**config.mk**
```make
export PLATFORM = sky130hd
export DESIGN_NAME = sqseq_ctrl
export DESIGN_NICKNAME = d
export VERILOG_FILES = /design/src/sqseq_pkg.sv /design/src/sqseq_ctrl.sv
export SDC_FILE = /design/constraint.sdc
export NUM_CORES = 1
export LEC_CHECK = 0
export ABC_AREA = 1
export ABC_CLOCK_PERIOD_IN_PS = 3700
export BUFFER_PORTS_ARGS = -buffer_cell sky130_fd_sc_hd__buf_2
export CAP_MARGIN = 20
export CORE_MARGIN = 1
export CORE_UTILIZATION = 54
export DETAILED_ROUTE_END_ITERATION = 12
export PLACE_DENSITY = 0.87
export SYNTH_ARGS = -nofsm -noshare
export SYNTH_HDL_FRONTEND = slang
export SYNTH_SLANG_ARGS = --single-unit
```
**constraint.sdc**
```tcl
create_clock -name clk_i -period 3.7 [get_ports clk_i]
set_clock_uncertainty 0.15 [all_clocks]
set_input_delay 0.925 -clock clk_i [delete_from_list [all_inputs] [get_ports clk_i]]
set_output_delay 0.925 -clock clk_i [all_outputs]
set_load 0.03 [all_outputs]
```
**src/sqseq_pkg.sv**
```systemverilog
`timescale 1ns / 1ps
// shared types and constants for the square-wave sequencer
// no dependencies
package sqseq_pkg;

  localparam logic [1:0] CMD_WRITE = 2'd0;
  localparam logic [1:0] CMD_START = 2'd1;
  localparam logic [1:0] CMD_TICK  = 2'd2;
  localparam logic [1:0] CMD_STOP  = 2'd3;

  localparam int unsigned AddrW     = 10;
  localparam int unsigned DataW     = 8;
  localparam int unsigned LevelW    = 8;
  localparam int unsigned FrameW    = 16;
  localparam int unsigned EnvW      = 9;
  localparam int unsigned PerW      = 11;
  localparam int unsigned DvdW      = 22;
  localparam logic [DvdW-1:0] DIVIDEND = 22'd2400000;
  localparam logic [4:0] DIV_LAST   = 5'd21;
  localparam logic [EnvW-1:0] ENV_RELOAD = 9'd384;

  typedef enum logic [4:0] {
    OP_NONE, OP_LATCH, OP_WRITE, OP_STOP, OP_HDR0, OP_HDR1, OP_HDR2, OP_DIV,
    OP_SCAN_RD, OP_SCAN_CHK, OP_SCAN_Z, OP_PLAY_INIT, OP_TDEC, OP_TCHK,
    OP_TFIRST, OP_TCMD, OP_TFRM, OP_VOICE, OP_ENV, OP_END
  } sqseq_op_e;

  typedef struct packed {
    sqseq_op_e op;
  } sqseq_cmd_t;

  typedef struct packed {
    logic active;
    logic loop;
    logic div_last;
    logic scan_stop;
    logic scan_bzero;
    logic scan_pend;
    logic rd_zero;
    logic fc_in;
    logic t_skip;
    logic t_note;
    logic t_end;
    logic v_done;
  } sqseq_stat_t;

  function automatic logic [11:0] tone_lut(input logic [3:0] n);
    logic [11:0] t;
    case (n)
      4'd0:    t = 12'd2446;
      4'd1:    t = 12'd2309;
      4'd2:    t = 12'd2179;
      4'd3:    t = 12'd2057;
      4'd4:    t = 12'd1942;
      4'd5:    t = 12'd1833;
      4'd6:    t = 12'd1730;
      4'd7:    t = 12'd1633;
      4'd8:    t = 12'd1541;
      4'd9:    t = 12'd1455;
      4'd10:   t = 12'd1373;
      4'd11:   t = 12'd1296;
      default: t = 12'd0;
    endcase
    return t;
  endfunction

endpackage

```
**src/sqseq_ctrl.sv**
```systemverilog
`timescale 1ns / 1ps
// sequencer controller: steps the datapath through write, start, tick and stop
// depends on sqseq_pkg
module sqseq_ctrl (
  input  logic                clk_i,
  input  logic                rst_ni,
  input  logic                start,
  input  logic [1:0]          cmd_i,
  input  sqseq_pkg::sqseq_stat_t stat_i,
  output sqseq_pkg::sqseq_cmd_t  ctl_o,
  output logic                busy,
  output logic                valid_o
);
  import sqseq_pkg::*;

  localparam logic [4:0] S_IDLE   = 5'd0;
  localparam logic [4:0] S_WR     = 5'd1;
  localparam logic [4:0] S_STOP   = 5'd2;
  localparam logic [4:0] S_HDR0   = 5'd3;
  localparam logic [4:0] S_HDR1   = 5'd4;
  localparam logic [4:0] S_HDR2   = 5'd5;
  localparam logic [4:0] S_DIV    = 5'd6;
  localparam logic [4:0] S_SRD    = 5'd7;
  localparam logic [4:0] S_SCHK   = 5'd8;
  localparam logic [4:0] S_SZ     = 5'd9;
  localparam logic [4:0] S_PINIT  = 5'd10;
  localparam logic [4:0] S_TDEC   = 5'd11;
  localparam logic [4:0] S_TCHK   = 5'd12;
  localparam logic [4:0] S_TFIRST = 5'd13;
  localparam logic [4:0] S_TCMD   = 5'd14;
  localparam logic [4:0] S_TFRM   = 5'd15;
  localparam logic [4:0] S_VOICE  = 5'd16;
  localparam logic [4:0] S_ENV    = 5'd17;
  localparam logic [4:0] S_TEND   = 5'd18;
  localparam logic [4:0] S_DONE   = 5'd19;

  logic [4:0] state_q, state_d;
  logic       pass_q, pass_d;

  always_comb begin
    state_d = state_q;
    pass_d  = pass_q;
    ctl_o.op = OP_NONE;
    case (state_q)
      S_IDLE: begin
        if (start) begin
          ctl_o.op = OP_LATCH;
          pass_d   = 1'b0;
          case (cmd_i)
            CMD_WRITE: state_d = S_WR;
            CMD_START: state_d = S_HDR0;
            CMD_TICK:  state_d = stat_i.active ? S_TDEC : S_DONE;
            default:   state_d = S_STOP;
          endcase
        end
      end
      S_WR: begin
        ctl_o.op = OP_WRITE;
        state_d  = S_DONE;
      end
      S_STOP: begin
        ctl_o.op = OP_STOP;
        state_d  = S_DONE;
      end
      S_HDR0: begin
        ctl_o.op = OP_HDR0;
        state_d  = S_HDR1;
      end
      S_HDR1: begin
        ctl_o.op = OP_HDR1;
        state_d  = S_HDR2;
      end
      S_HDR2: begin
        ctl_o.op = OP_HDR2;
        state_d  = S_DIV;
      end
      S_DIV: begin
        ctl_o.op = OP_DIV;
        if (stat_i.div_last) state_d = S_SRD;
      end
      S_SRD: begin
        if (stat_i.scan_stop) begin
          state_d = S_PINIT;
        end else begin
          ctl_o.op = OP_SCAN_RD;
          state_d  = S_SCHK;
        end
      end
      S_SCHK: begin
        ctl_o.op = OP_SCAN_CHK;
        if (!stat_i.scan_bzero) state_d = S_SRD;
        else if (stat_i.scan_pend) state_d = S_PINIT;
        else state_d = S_SZ;
      end
      S_SZ: begin
        ctl_o.op = OP_SCAN_Z;
        state_d  = stat_i.rd_zero ? S_PINIT : S_SRD;
      end
      S_PINIT: begin
        ctl_o.op = OP_PLAY_INIT;
        state_d  = S_DONE;
      end
      S_TDEC: begin
        ctl_o.op = OP_TDEC;
        state_d  = S_TCHK;
      end
      S_TCHK: begin
        if (stat_i.fc_in) begin
          ctl_o.op = OP_TCHK;
          state_d  = S_TFIRST;
        end else begin
          state_d = S_VOICE;
        end
      end
      S_TFIRST: begin
        ctl_o.op = OP_TFIRST;
        if (stat_i.t_skip || stat_i.t_note) state_d = S_TFRM;
        else if (stat_i.t_end) state_d = S_TEND;
        else state_d = S_TCMD;
      end
      S_TCMD: begin
        ctl_o.op = OP_TCMD;
        if (stat_i.t_note) state_d = S_TFRM;
        else if (stat_i.t_end) state_d = S_TEND;
      end
      S_TFRM: begin
        ctl_o.op = OP_TFRM;
        state_d  = S_VOICE;
      end
      S_VOICE: begin
        if (stat_i.v_done) state_d = S_ENV;
        else ctl_o.op = OP_VOICE;
      end
      S_ENV: begin
        ctl_o.op = OP_ENV;
        state_d  = S_DONE;
      end
      S_TEND: begin
        ctl_o.op = OP_END;
        // a looping score reruns the tick once after the restart
        if (stat_i.loop && !pass_q) begin
          pass_d  = 1'b1;
          state_d = S_TDEC;
        end else begin
          state_d = S_DONE;
        end
      end
      S_DONE: begin
        state_d = S_IDLE;
      end
      default: state_d = S_IDLE;
    endcase
  end

  always_ff @(posedge clk_i or negedge rst_ni) begin
    if (!rst_ni) begin
      state_q <= S_IDLE;
      pass_q  <= 1'b0;
    end else begin
      state_q <= state_d;
      pass_q  <= pass_d;
    end
  end

  assign busy    = (state_q != S_IDLE);
  assign valid_o = (state_q == S_DONE);

endmodule

```
==> out/results.ini, run 1 <==
[power_and_ir_drop]
power_frac_seq = 0.168
switchingPower_uw = 503
vdd_drop_max_mv = 0.416
pwr-share-clk = 0.072
power_frac_comb = 0.760
intPower_uw = 325
switching_share = 0.608
leakage_nw = 0.605
powerDensity_nw_per_um2 = 861

[layout]
nFillCells = 137
drive_gt1_frac = 0.230
layout_common_cells = 55 x nand2_1, 26 x nor2_1, 23 x buf_2
final_common_cell = nand2_1
area_growth_syn_to_layout_pct = 19.4
nets = 197
final_cells = 193
antenna_cells = 0

[critical_path]
worstPathRequired_ns = 2.62
crit_arrival_ns = 1.75
rrSetupSlack_ns = 2.00
worst-r2r-cell-count = 7
r2r-end = state_q[0]
path_class = reg -> out
r2r-start = state_q[4]
crit_path_max_fanout = 5
cp-end-kind = output port
cp-start-kind = register

[min_path]
hold_path.class = in -> async

[synth]
avgSynthCellArea_sq_um = 5.30
synth_nets = 169
yosys-top-cells-area = nand2_1 26%, dfrtp_1 19%, nor2_1 12%, nand3_1 9.9%, inv_1 9.8%
ys_seq_elements = 6
synth_area_sq_um = 806
yosysWarnings = 0
syn-instance-count = 152
synthDominantCellAreaShare = 0.256
synth.distinct_cells = 23
yosysSeqAreaShare = 0.186
synth_top_area_cell = nand2_1

[grt]
grt_pass1_wl_um = 3530
grtUsageTotal = 0.320
grt_overflow = 0
grt_max_degree = 8
gr-usage-met2 = 0.583
top_usage_layer = met2
use_met1 = 0.377
grt_pass1_vias = 892
use_met3 = 0.0598
antenna_found_initial = 0

[cts]
numCtsBuffers = 3
cts-root-buf = clkbuf_4
cts.clk_slew.worst_paths_ns = 0.05
cts_htree_levels = 1
holdBufCountCts = 0
worstSkewPairLatency_ns = 0.24
cts_num_sinks = 6
cts.repair.resized = 0
tritoncts = done
post-cts-setup-buffers = 0
clk_path_buf_depth = 2

[die]
coreArea_sq_um = 1350
initial_core_util = 0.597
rows = 13
io_pins = 24
die-area_sq_um = 1650
die_w_um = 40.6
die_h_um = 40.6

[timing]
fmax_ghz = 0.354
rsz0062_at_grt = no
setup_tns_ns = 0
setup_viol = 0
slew_violations = 0
slew_headroom = 0.798
tightest_slew_ns = 0.302
finalCritPeriodShare = 0.764
hold_viol = 0
fin_crit_ns = 2.83

[job]
maxCapViolations = 0

[detailed_routing]
routed_wl_um = 2300
viasPerCell = 5.50
firstDrtPassIters = 4
antenna_left = 0
drc = 0
vias = 1062
drtIter0Drc = 82
wire_per_inst_um = 11.9

[placed_design]
portBuffers = 23
dp_cells = 190
hpwl_um = 1880
gp_congestion = 0.980

[outcome]
status = completed

-- how the worst max path moves through the flow --
stage                    start        to  slack (ns)  cells past startpoint
detailed placement   stat_i[0]  ctl_o[0]        0.92                      6
global route        state_q[3]  ctl_o[0]        0.77                      7
floorplan            stat_i[8]  ctl_o[3]        0.87                      1
CTS                 state_q[3]  ctl_o[0]        0.90                      7
global placement     stat_i[0]  ctl_o[0]        0.93                      6
finish              state_q[3]  ctl_o[0]        0.87                      7
-- area by class of cell --
class                      instances  area, sq um  share of cell area
sequential                         6          150               0.156
multi-input combinational        124          573               0.596
tap                               15         18.8              0.0195
clock buffer                       3         22.5              0.0234
timing repair buffer              23          115               0.120
inverter                          22         82.6              0.0858
-- per-stage QoR --
stage	hold WS [ns]	worst slack (ns)	cell area, sq um	power, mW	utilization
global route	0.351	0.771	962	0.898	0.713
floorplan	0.333	0.868	806	0.599	-
CTS	0.344	0.901	962	0.820	0.713
global placement	0.369	0.933	940	0.741	0.696
detailed placement	0.370	0.915	940	0.754	0.696
finish	0.343	0.873	962	0.828	0.713
-- synthesized netlist by cell type --
library cell	count
a21oi_1	1
nor2_4	2
nor2_1	26
o21ai_1	1
o311ai_1	1
nor3_1	1
nand2_1	55
nand3b_1	1
o21ai_0	3
or2_2	1
o21ai_2	2
and2_1	1
o211ai_1	1
or2_1	1
nand2_2	2
inv_2	1
nand3_2	1
inv_1	21
dfrtp_1	6
nor2_2	6
a22o_1	1
nand3_1	16
a22oi_1	1
-- sequential cells by signal (all words and copies together) (netlist names) --
| signal | cells |
|---|---|
| state_q | 5 |
| pass_q | 1 |
-- layer usage --
layer / vias up / share of wire
li1: 528 / -
met1: 450 / 0.41
met2: 74 / 0.48
met3: 10 / 0.082
met4: 0 / 0.030
met5: - / 0
-- power by group through the flow --
stage	logic [mW]	registers (mW)	clock network (mW)
after floorplan	0.468	0.131	0
after global placement	0.604	0.136	0
after detailed placement	0.615	0.139	0
after CTS	0.621	0.138	0.0617
after global routing	0.691	0.141	0.0656
final	0.629	0.139	0.0599
-- critical path: stages (launching register included) --
cell	delay, ns
dfrtp_1	0.43
nor2_2	0.17
nand3_1	0.17
or2_1	0.31
nand2_1	0.09
nor2_1	0.05
o211ai_1	0.07
buf_2	0.22
-- logic make-up (layout without fill, tap and decap cells) --
kind of cell / Yosys count / in the layout / synth area share
buffers and inverters: 22 / 48 / 0.102
and+or+nand+nor: 113 / 113 / 0.618
DFF: 6 / 6 / 0.186
AOI/OAI and AO/OA: 11 / 11 / 0.0932
Note: power is estimated with default switching activity, not from simulation.
==> inputs of run 2 (changes only) <==
==> config.mk (replaced) <==
export PLATFORM = sky130hd
export DESIGN_NAME = sqseq_ctrl
export DESIGN_NICKNAME = d
export VERILOG_FILES = /design/src/sqseq_pkg.sv /design/src/sqseq_ctrl.sv
export SDC_FILE = /design/constraint.sdc
export NUM_CORES = 1
export LEC_CHECK = 0
export ABC_AREA = 0
export ABC_CLOCK_PERIOD_IN_PS = 2650
export BUFFER_PORTS_ARGS = -buffer_cell sky130_fd_sc_hd__buf_2
export CAP_MARGIN = 20
export CORE_MARGIN = 1
export CORE_UTILIZATION = 51
export DETAILED_ROUTE_END_ITERATION = 12
export PLACE_DENSITY = 0.83
export SYNTH_ARGS = -nofsm -noshare
export SYNTH_HDL_FRONTEND = slang
export SYNTH_SLANG_ARGS = --single-unit
==> constraint.sdc (replaced) <==
create_clock -name clk_i -period 2.65 [get_ports clk_i]
set_clock_uncertainty 0.15 [all_clocks]
set_input_delay 0.6625 -clock clk_i [delete_from_list [all_inputs] [get_ports clk_i]]
set_output_delay 0.6625 -clock clk_i [all_outputs]
set_load 0.03 [all_outputs]
==> run 2 against run 1 <==
Largest power group unchanged. Via count shrank 7.3%. First-iteration DRC count decreased by 62%. Hold slack got worse by 0.27 ns. Critical path type unchanged.
==> out/results.ini, run 2 <==
[placed_design]
hpwl_um = 1840
gp_congestion = 0.973
portBuffers = 23
dp_cells = 149

[die]
io_pins = 24
die_w_um = 42.4
die-area_sq_um = 1800
die_h_um = 42.4
coreArea_sq_um = 1510
rows = 14
initial_core_util = 0.552

[grt]
grtUsageTotal = 0.302
grt_overflow = 0
grt_pass1_wl_um = 4130
grt_pass1_vias = 946
grt_max_degree = 19
antenna_found_initial = 0

[timing]
slew_headroom = 0.738
rsz0062_at_grt = no
setup_tns_ns = 0
finalCritPeriodShare = 0.950
hold_viol = 0
tightest_slew_ns = 0.393
slew_violations = 0
fmax_ghz = 0.397
setup_viol = 0
fin_crit_ns = 2.52

[synth]
synthFlopType = dfrtp_1
yosysWarnings = 0
yosys-top-cells-area = dfrtp_1 18%, a21oi_1 6.6%, nor3_1 4.8%, buf_2 3.6%, o21ai_1 3.6%
synth_nets = 129
synth.distinct_cells = 49
synth_top_area_cell = dfrtp_1
ys_seq_elements = 6
syn-instance-count = 112
synth.most_common_cell = a21oi_1
synthDominantCellAreaShare = 0.180
avgSynthCellArea_sq_um = 7.43
synth-edff-count = 0
async_flop_share = 1.00
synth_common_cells = 11 x a21oi_1, 8 x nor3_1, 7 x nand2_1
synth_area_sq_um = 832
yosysSeqAreaShare = 0.180

[outcome]
status = completed

[layout]
layout_common_cells = 23 x buf_2, 11 x a21oi_1, 8 x nor3_1
final_common_cell = buf_2
largest_register_ffs = 5
antenna_cells = 0
area_growth_syn_to_layout_pct = 18.9
final_core_util = 0.657
nets = 155
nFillCells = 143
regMostFlops = state_q
final_cells = 152
biggestRegsByFlops = state_q x5, pass_q x1
drive_gt1_frac = 0.324

[cts]
numCtsBuffers = 3
worstSkewPairLatency_ns = 0.25
post-cts-setup-buffers = 0
tritoncts = done
cts.clk_slew.worst_paths_ns = 0.04
cts_num_sinks = 6
cts_htree_levels = 1
clk_path_buf_depth = 2
cts-root-buf = clkbuf_4

[critical_path]
path_class = reg -> out
worstPathRequired_ns = 1.84
rrSetupSlack_ns = 0.72
cp-start-kind = register
crit_path_max_fanout = 8
crit_arrival_ns = 1.71
cp-end-kind = output port

[power_and_ir_drop]
powerDensity_nw_per_um2 = 1350
leakage_nw = 0.421
vdd_drop_max_mv = 0.734
power.total_mw = 1.33

[detailed_routing]
wire_per_inst_um = 15.4
routed_wl_um = 2340
drtIter0Drc = 31
vias = 985
antenna_left = 0
drc = 0
firstDrtPassIters = 4
viasPerCell = 6.48

[min_path]
hold_path.class = in -> async

[job]
maxCapViolations = 0

## run 2: power breakdown
part | internal [mW] | leakage, nW | total (mW) | switching [mW]
Clock | 0.0515 | 0.0138 | 0.0881 | 0.0367
Combinational | 0.415 | 0.332 | 1.02 | 0.601
Sequential | 0.140 | 0.0757 | 0.228 | 0.0879
## run 2: final cells by class
type / instances / area [sq um] / area share
clock buffer: 3 / 22.5 / 0.0228
inverter: 6 / 22.5 / 0.0228
multi-input combinational: 91 / 606 / 0.612
sequential: 6 / 151 / 0.153
tap: 16 / 20.0 / 0.0202
timing repair buffer: 30 / 168 / 0.169
## run 2: final timing paths
check	end	startpoint	cells after the start
setup reg to reg	state_q[3]	state_q[2]	6
setup / recovery	ctl_o[0]	state_q[2]	4
hold / removal	state_q[3]	rst_ni	1
min in group clk_i	pass_q	pass_q	1
max in group asynchronous	state_q[0]	rst_ni	1
hold reg to reg	pass_q	pass_q	1
## run 2: layer usage
metal,track usage,vias up,routed length (um)
met5,0,-,0
met4,0.100,0,53
met3,0.0733,7,199
met2,0.498,60,1100
met1,0.384,443,981
li1,-,475,-
## run 2: logic make-up (layout without fill, tap and decap cells)
group / count (synthesis) / in the layout / synth area share
AND/OR/NAND/NOR: 46 / 46 / 0.338
AO/OA/AOI/OAI: 42 / 42 / 0.346
buffers and inverters: 15 / 39 / 0.0992
flip-flops: 6 / 6 / 0.180
multiplexers: 2 / 2 / 0.0256
XOR/XNOR: 1 / 1 / 0.0105
## run 2: per-stage QoR
stage          setup slack [ns]  area (sq um)  hold WS (ns)
6_report                  0.132           990        0.0692
5_1_grt                  0.0506           990        0.0682
4_1_cts                   0.123           988        0.0710
3_5_place_dp              0.358           966         0.339
3_3_place_gp              0.380           966         0.335
2_1_floorplan             0.145           838         0.217
## run 2: worst max-delay path: stages, from the launching register on
cell and delay (ns):
dfrtp_1 0.48, or2_1 0.27, and2_1 0.20, o311ai_1 0.26, buf_2 0.24
## run 2: what timing repair did
action,CTS,global route
hold buffers,0,0
setup endpoints to repair,0,1
resized for setup,0,1
==> inputs of run 3 (changes only) <==
--- a/config.mk
+++ b/config.mk
@@ -13,6 +13,7 @@
 export CORE_UTILIZATION = 51
 export DETAILED_ROUTE_END_ITERATION = 12
 export PLACE_DENSITY = 0.83
+export REMOVE_ABC_BUFFERS = 1
 export SYNTH_ARGS = -nofsm -noshare
 export SYNTH_HDL_FRONTEND = slang
 export SYNTH_SLANG_ARGS = --single-unit
==> constraint.sdc (replaced) <==
create_clock -name clk_i -period 2.65 [get_ports clk_i]
set_clock_uncertainty 0.15 [all_clocks]
set_input_delay 0.1325 -clock clk_i [delete_from_list [all_inputs] [get_ports clk_i]]
set_output_delay 0.1325 -clock clk_i [all_outputs]
set_load 0.03 [all_outputs]
==> run 3 against run 2 <==
Final area shrank 4.0%. Setup slack better by 0.29 ns. Sequential power rose by 42%. Sequential share of layout area up 0.51 points. Critical path type unchanged. Highest routed layer unchanged.
==> out/results.ini, run 3 (synthesis results as in run 2) <==
[timing]
slew_violations = 0
slew_headroom = 0.529
finalCritPeriodShare = 0.840
fmax_ghz = 0.449
tightest_slew_ns = 0.707
rsz0062_at_grt = no
fin_crit_ns = 2.23
setup_viol = 0
hold_viol = 0
setup_tns_ns = 0

[critical_path]
worstPathRequired_ns = 2.37
cp-start-kind = register
crit_path_max_fanout = 18
crit_arrival_ns = 1.94
path_class = reg -> out
cp-end-kind = output port

[layout]
nFillCells = 148
layout_common_cells = 23 x buf_2, 11 x a21oi_1, 8 x nor3_1
multi_input_comb_area_sq_um = 599
final_common_cell = buf_2
largest_register_ffs = 5
register_area_sq_um = 150
final_core_util = 0.630
regMostFlops = state_q
area_growth_syn_to_layout_pct = 14.1
drive_gt1_frac = 0.267
antenna_cells = 0
biggestRegsByFlops = state_q x5, pass_q x1
nets = 150

[grt]
grt_pass1_vias = 889
grt_overflow = 0
grtUsageTotal = 0.265
antenna_found_initial = 0
grt_pass1_wl_um = 3720
grt_max_degree = 25

[cts]
post-cts-setup-buffers = 0
numCtsBuffers = 3
cts_num_sinks = 6
worstSkewPairLatency_ns = 0.24
cts_htree_levels = 1
cts.repair.resized = 0
cts.clk_slew.worst_paths_ns = 0.05
tritoncts = done
clk_path_buf_depth = 2
cts-root-buf = clkbuf_4

[detailed_routing]
wire_per_inst_um = 14.8
vias = 966
drc = 0
antenna_left = 0
viasPerCell = 6.57
firstDrtPassIters = 4
routed_wl_um = 2180
drtIter0Drc = 28

[power_and_ir_drop]
leakage_nw = 0.394
vdd_drop_max_mv = 0.717
pwr-share-clk = 0.065
powerDensity_nw_per_um2 = 1300
switchingPower_uw = 691
power.total_mw = 1.23
switching_share = 0.562
power_frac_comb = 0.672
intPower_uw = 539
power_frac_seq = 0.263

[die]
die-area_sq_um = 1800
rows = 14
initial_core_util = 0.552
die_h_um = 42.4
die_w_um = 42.4
io_pins = 24
coreArea_sq_um = 1510

[placed_design]
portBuffers = 23
hpwl_um = 1680
gp_congestion = 0.954

[min_path]
hold_path.class = in -> reg

[outcome]
status = completed

[job]
maxCapViolations = 0

run 3: cell count changes in the layout (fill, tap and decap cells not counted), sizes merged:
cell	before	now
dlygate4sd3	0	2
buf	30	23
run 3: final cells by class:
type	instances	area share
Clock buffer	3	0.0237
Inverter	6	0.0237
Multi-Input combinational cell	91	0.631
Sequential cell	6	0.158
Tap cell	16	0.0211
Timing Repair Buffer	25	0.142
run 3: path summary, 6_finish.rpt:
path,startpoint,to,slack (ns),depth (start not counted)
max reg2reg,state_q[0],state_q[3],0.64,5
max,state_q[2],ctl_o[0],0.42,4
min in group asynchronous,rst_ni,state_q[2],0.10,2
min,stat_i[2],state_q[3],0.01,2
min reg2reg,pass_q,pass_q,0.36,1
max in group asynchronous,rst_ni,state_q[4],2.11,2
run 3: layer usage:
metal	share of wire	vias to the layer above	track usage
li1	-	462	-
met1	0.43	451	0.353
met2	0.50	49	0.425
met3	0.060	4	0.0560
met4	0.012	0	0.0875
met5	0	-	0
run 3: timing repair:
item                                    4_1_cts  5_1_grt
hold buffers                                  2        0
endpoints found under the setup margin        0        0
hold endpoints to repair                      7        0
run 3: critical path, cell delays in order (launching register included):
cell	delay, ns
dfrtp_1	0.57
nor2_1	0.49
nand4_1	0.24
o311ai_1	0.15
buf_2	0.25
run 3: power groups by stage:
stage / Sequential, mW / Clock [mW] / Combinational, mW
2_1_floorplan: 0.270 / 0 / 0.649
3_3_place_gp: 0.314 / 0 / 0.805
3_5_place_dp: 0.322 / 0 / 0.821
4_1_cts: 0.320 / 0.0818 / 0.826
5_1_grt: 0.345 / 0.0900 / 0.909
6_report: 0.323 / 0.0796 / 0.828
run 3: per-stage QoR:
stage	std cells	area (sq um)	setup WS [ns]	hold slack (ns)
2_1_floorplan	103	772	0.493	-0.313
5_1_grt	147	950	0.268	0.0214
3_3_place_gp	142	907	0.678	-0.191
3_5_place_dp	142	907	0.667	-0.189
4_1_cts	147	950	0.419	0.0124
6_report	147	950	0.424	0.0123
